`src/design/pts_pkg.sv`:
```
package pts_pkg;

	localparam int MAX_TASKS = 64;
	localparam int SLOT_W    = (MAX_TASKS > 1) ? $clog2(MAX_TASKS) : 1;
	localparam int CNT_W     = $clog2(MAX_TASKS + 1);

	localparam logic [1:0] REQ_LOAD  = 2'd0;
	localparam logic [1:0] REQ_TICK  = 2'd1;
	localparam logic [1:0] REQ_CLEAR = 2'd2;

	localparam logic [31:0] TIME_MAX  = 32'hFFFF_FFFF;
	localparam logic [16:0] NONE_MARK = 17'h1_0000;

	typedef struct packed {
		logic [1:0]  req_type;
		logic [15:0] task_id;
		logic [15:0] arrival;
		logic [15:0] burst;
		logic [15:0] prio_level;
	} req_word_t;

	typedef struct packed {
		logic        load_ok;
		logic        ran;
		logic [15:0] run_id;
		logic        switched;
		logic        finished;
		logic [31:0] turnaround;
		logic [31:0] waiting;
		logic [31:0] total_turnaround;
		logic [31:0] total_waiting;
		logic [31:0] now_tick;
		logic        all_done;
	} rsp_word_t;

	// one table slot as held in the task memory
	typedef struct packed {
		logic [15:0] id;
		logic [15:0] arrival;
		logic [15:0] burst;
		logic [15:0] prio;
		logic [15:0] remaining;
	} entry_t;

	typedef struct packed {
		logic latch;
		logic rd_en;
		logic calc;
		logic settle;
		logic commit;
	} cmd_t;

	typedef struct packed {
		logic req_is_tick;
		logic table_empty;
		logic scan_last;
		logic rsp_free;
	} stat_t;

endpackage

```
`src/design/pts_ctrl.sv`:
```
module pts_ctrl (
	input  logic          clk,
	input  logic          arst_n,
	input  logic          req_valid,
	output logic          req_stall,
	input  pts_pkg::stat_t stat,
	output pts_pkg::cmd_t  cmd
);
	import pts_pkg::*;

	typedef enum logic [2:0] {
		ST_IDLE,
		ST_SCAN,
		ST_DRAIN,
		ST_CALC,
		ST_SETTLE,
		ST_COMMIT
	} state_t;

	state_t state_q;
	logic   stall_q;

	always_ff @(posedge clk or negedge arst_n) begin
		if (!arst_n) begin
			state_q <= ST_IDLE;
			stall_q <= 1'b0;
		end else begin
			case (state_q)
				ST_IDLE: begin
					if (req_valid) begin
						stall_q <= 1'b1;
						if (!stat.req_is_tick) begin
							state_q <= ST_COMMIT;
						end else if (stat.table_empty) begin
							state_q <= ST_CALC;
						end else begin
							state_q <= ST_SCAN;
						end
					end
				end
				ST_SCAN: begin
					if (stat.scan_last) begin
						state_q <= ST_DRAIN;
					end
				end
				ST_DRAIN:  state_q <= ST_CALC;
				ST_CALC:   state_q <= ST_SETTLE;
				ST_SETTLE: state_q <= ST_COMMIT;
				ST_COMMIT: begin
					if (stat.rsp_free) begin
						state_q <= ST_IDLE;
						stall_q <= 1'b0;
					end
				end
				default: begin
					state_q <= ST_IDLE;
					stall_q <= 1'b0;
				end
			endcase
		end
	end

	assign req_stall = stall_q;

	always_comb begin
		cmd        = '0;
		cmd.latch  = (state_q == ST_IDLE) && req_valid;
		cmd.rd_en  = (state_q == ST_SCAN);
		cmd.calc   = (state_q == ST_CALC);
		cmd.settle = (state_q == ST_SETTLE);
		cmd.commit = (state_q == ST_COMMIT) && stat.rsp_free;
	end

endmodule

```
`config.mk`:
```
export PLATFORM = sky130hd
export DESIGN_NAME = pts_ctrl
export DESIGN_NICKNAME = d
export VERILOG_FILES = /design/src/design/pts_pkg.sv /design/src/design/pts_ctrl.sv
export SDC_FILE = /design/constraint.sdc
export NUM_CORES = 1
export LEC_CHECK = 0
export BUFFER_PORTS_ARGS = -buffer_cell sky130_fd_sc_hd__buf_4
export CAP_MARGIN = 20
export CORE_AREA = 2 2 39 41
export DETAILED_ROUTE_END_ITERATION = 16
export DIE_AREA = 0 0 41 43
export PLACE_DENSITY = 0.48
export SYNTH_ARGS = -nofsm -noshare
export SYNTH_HDL_FRONTEND = slang
export SYNTH_SLANG_ARGS = --single-unit
```
`constraint.sdc`:
```
create_clock -name clk -period 1.5 [get_ports clk]
set_clock_uncertainty 0.15 [all_clocks]
set_input_delay 0.3 -clock clk [delete_from_list [all_inputs] [get_ports clk]]
set_output_delay 0.3 -clock clk [all_outputs]
set_load 0.01 [all_outputs]
```
### Word level (Yosys, flattened, before mapping)

Cells that the tools add are included.

* register bits: 4
* latch bits: 0
* RAM bits: 0
* bits in read-only memories: 0
* input port bits: 7
* output and inout port bits: 6
* word-level logic and storage cells: 26
* memories kept: 0

* add/sub/neg operators: 0
* multipliers: 0
* div/mod/pow operators: 0
* magnitude comparators: 0
* eq/ne operators: 8
* shift operators: 0
* multiplexer cells: 9
* bitwise logic cells: 1
* reduce and logical (&&, ||, !) cells: 6

Operators with widths (number)
* one-hot mux 3 bit (6 select lines): 1
* 2-to-1 mux 3 bit: 4
* equality test 3 x 2 -> 1 bit (second input constant): 2
* equality test 3 bit (second input constant): 2
* != test 2 bit (second input constant): 3
* AND reduction 3 bit: 2
* OR reduction 4 bit: 1
* equality test 3 x 1 -> 1 bit (second input constant): 1
* logical NOT 3 bit: 1
* one-hot mux 1 bit (3 select lines): 1
* logical AND 1 bit: 2
* 2-to-1 mux 1 bit: 2
* 2-to-1 mux 2 bit: 1
* inverter 1 bit: 1

### Logic depth before layout (Yosys ltp)

* depth in word-level cells: 4
* mapped depth: 3
* depth with buffers taken out: 3

### Worst setup path before layout

Ideal clock, no wire load.

* path type: flip-flop to output port
* from: register state_q[0]
* to: output cmd[0] in the netlist's numbering
* arrival: 0.802 ns
* data required time: 1.050 ns
* slack: 0.248 ns
* cell stages (with the launch flop): 3
* path buffers: 0
* cell sequence: dfrtp_1 nand2_1 nor3b_1

RTL lines
* from (decl): RTL line pts_ctrl.sv:20 `state_t state_q;`
* from (signal assigned): RTL line pts_ctrl.sv:25 `state_q <= ST_IDLE;`
* from (signal assigned): RTL line pts_ctrl.sv:33 `state_q <= ST_COMMIT;`
* from (signal assigned): RTL line pts_ctrl.sv:35 `state_q <= ST_CALC;`
* to (decl): RTL line pts_ctrl.sv:7 `output pts_pkg::cmd_t cmd`

==> flow_summary_export.csv <==
group,metric,value,unit
drt,drt-wirelength-per-cell,10.1,µm
global_route,track_usage,8.95,%
timing,drv_slew,0,
timing,max_freq,662,MHz
job,drv_cap,0,
die,die_area,1760,µm²
global_route,grt_max_degree,7,
timing,period_minus_slack,1510,ps
die,io_pins,13,
drt,routed_wl,659,µm
clock_network,clkTransAtPathRegs,30,ps
timing,finalCritPeriodShare,101,%
drt,vias_per_cell,4.35,
global_route,overflow,0,
global_route,grt_pass1_wl,1.00,mm
pwr,p_comb_share,60.6,%
pwr,p_switching,0.000358,W
placed_design,placed_cell_area,332,µm²
final_layout,diodes,0,
clock_network,numCtsBuffers,3,
timing,tightest_slew,259,ps
timing,fin_ws,-9.83,ps
drt,drc,0,
drt,vias,283,
die,start_util,16.0,%
clock_network,clk_latency,230,ps
min_path,hold_path_class,"input pin to register",
drt,first_pass_iters,4,
synthesis,yosys_warnings,0,
pwr,leakage,0.209,nW
pwr,power_density,2050,nW/µm²
run_status,violations,"negative setup slack",
final_layout,drive_gt1_share,67.3,%
final_layout,finish.instance_area,457,µm²
placed_design,gp_congestion,0.756,
pwr,p_seq_share,25.5,%
run_status,outcome,"finished, violations left",
final_layout,fill_cells,155,
global_route,grt_pass1_vias,253,
die,dieHeight,43,µm
die,num_rows,14,
critical_path,crit_path_start,"state_q[0]",
timing,setup_viol,1,
pwr,worst_ir_drop_vdd,0.000792,V
placed_design,numPortBuffers,12,
synthesis,ys_types,15,
critical_path,r2r_start,"state_q[0]",
placed_design,dp_hpwl,452,µm
clock_network,root_buffer,"clkbuf_4",
critical_path,crit_path_end_kind,"output pin",
synthesis,syn_nets,33,
critical_path,reg2reg_to,"state_q[1]",
pwr,switching_share,38.2,%
global_route,antenna_found_initial,0,
die,design.core.area,1380,µm²
critical_path,r2r_slack,280,ps
timing,hold_viol,0,
clock_network,clockBufferDepth,2,
clock_network,cts_tree,"done",
critical_path,crit_type,"register to output pin",
synthesis,postSynthAreaPerCell,8.52,µm²
pwr,pwr-share-clk,13.8,%
critical_path,cp-endpoint,"cmd[3]",
min_path,hold_start,"stat[1]",
critical_path,start_kind,"register",
synthesis,ys_seq_area_share,45.2,%
final_layout,area_growth,106,%
clock_network,cts.htree.levels,1,
critical_path,arrival,1060,ps
critical_path,r2r_cells,3,
die,chipWidth,41,µm
placed_design,dp_slack,162,ps
pwr,power.internal,0.000580,W
drt,dr.first_iter.drc_count,6,
critical_path,required,1050,ps
timing,slew_headroom,82.5,%
synthesis,syn_area,221,µm²
clock_network,cts.sinks,4,
timing,rsz0062_at_grt,"yes",
synthesis,synth-seq-cells,4,
critical_path,crit_path_max_fanout,3,
final_layout,nNetsFinal,58,
drt,ant_nets,0,
synthesis,synth_cells,26,
[cells in the final DEF (no fill, tap or decap)]
master and instances:
nand3_1 3, dfrtp_2 3, o21ai_0 1, o21ai_1 1, nor2_1 1, nand3b_1 2
nand2b_4 1, dfrtp_1 1, nand2_2 1, a221oi_1 1, a21oi_1 1, clkbuf_4 3
nor2_2 2, nor2_4 2, dlygate4sd3_1 1, and2_1 1, nand2_1 2, o311ai_1 1
buf_4 18, buf_6 1, inv_4 1, nor3b_2 1
[cell type report]
cell class              instances  area, µm²  area share [%]
well taps                      16       20.0            4.38
flip-flops and latches          4        104            22.7
repair buffers                 20        156            34.2
inverters                       1       6.26            1.37
multi-input cells              21        148            32.3
clock buffers                   3       22.5            4.93
[flip-flops by register name (all words and copies together) (netlist names)]
register	cells
req_stall	1
state_q	3
[Yosys cell counts]
cell / count / share of area [%]
a221oi_1: 1 / 4.0
nor2_2: 2 / 5.6
o21ai_1: 1 / 2.3
a21oi_1: 1 / 2.3
dfrtp_1: 4 / 45
nor2_1: 3 / 5.1
nand3_1: 3 / 6.8
nand2b_1: 1 / 2.8
nor3b_1: 1 / 3.4
o21ai_0: 1 / 2.3
nand2_1: 3 / 5.1
nand3b_1: 2 / 6.8
o311ai_1: 1 / 4.0
inv_2: 1 / 1.7
and2_1: 1 / 2.8
[kinds of logic after synthesis]
kind of cell,share of synthesized area [%]
flops,45.2
buf+inv,1.69
simple gates,38.4
compound gates,14.7
[worst min-delay path by stage]
stage	end	cells after the start	slack, ps
final	state_q[0]	2	160
after global routing	state_q[0]	2	150
after CTS	state_q[0]	2	140
after detailed placement	state_q[2]	1	-50
after global placement	state_q[2]	1	-50
after floorplan	req_stall	0	-150
[power by group through the flow]
stage	sequential [W]	clock [W]	combinational [W]
floorplan	0.000227	0	0.000195
global placement	0.000242	0	0.000331
detailed placement	0.000239	0	0.000330
CTS	0.000239	0.000135	0.000481
global route	0.000247	0.000145	0.000618
finish	0.000240	0.000130	0.000569
[through the flow]
stage                     total power [W]  std cells  hold WS [ps]  setup TNS (ps)  utilization, %
after floorplan                  0.000422         26          -146               0               -
after global placement           0.000574         54         -51.9               0            24.0
after detailed placement         0.000569         54         -51.2               0            24.0
after CTS                        0.000855         63           144           -9.92            30.6
after global routing              0.00101         65           154            -149            33.0
final                            0.000938         65           161           -9.83            33.0
[what timing repair did]
| item | 4_1_cts | 5_1_grt |
|---|---|---|
| pin swaps | 1 | 2 |
| hold endpoints to repair | 4 | 0 |
| hold buffers | 1 | 0 |
| cloned | 0 | 0 |
| buffers inserted | 5 | 2 |
| gates resized for setup | 6 | 6 |
| endpoints found under the setup margin | 5 | 5 |
[worst max-delay path, cell delays in order, from the launching register on]
cell and delay, ps:
dfrtp_2 420, buf_4 160, nand2b_4 90, nor2_2 40
buf_4 130
[routing by layer]
layer	GRT usage (%)	vias up	wire length [µm]
met3	6.81	0	69
met1	11.0	131	254
met2	11.3	14	334
met4	4.00	0	0
met5	0	-	0
li1	-	138	-
(Power assumes the default switching activity.)
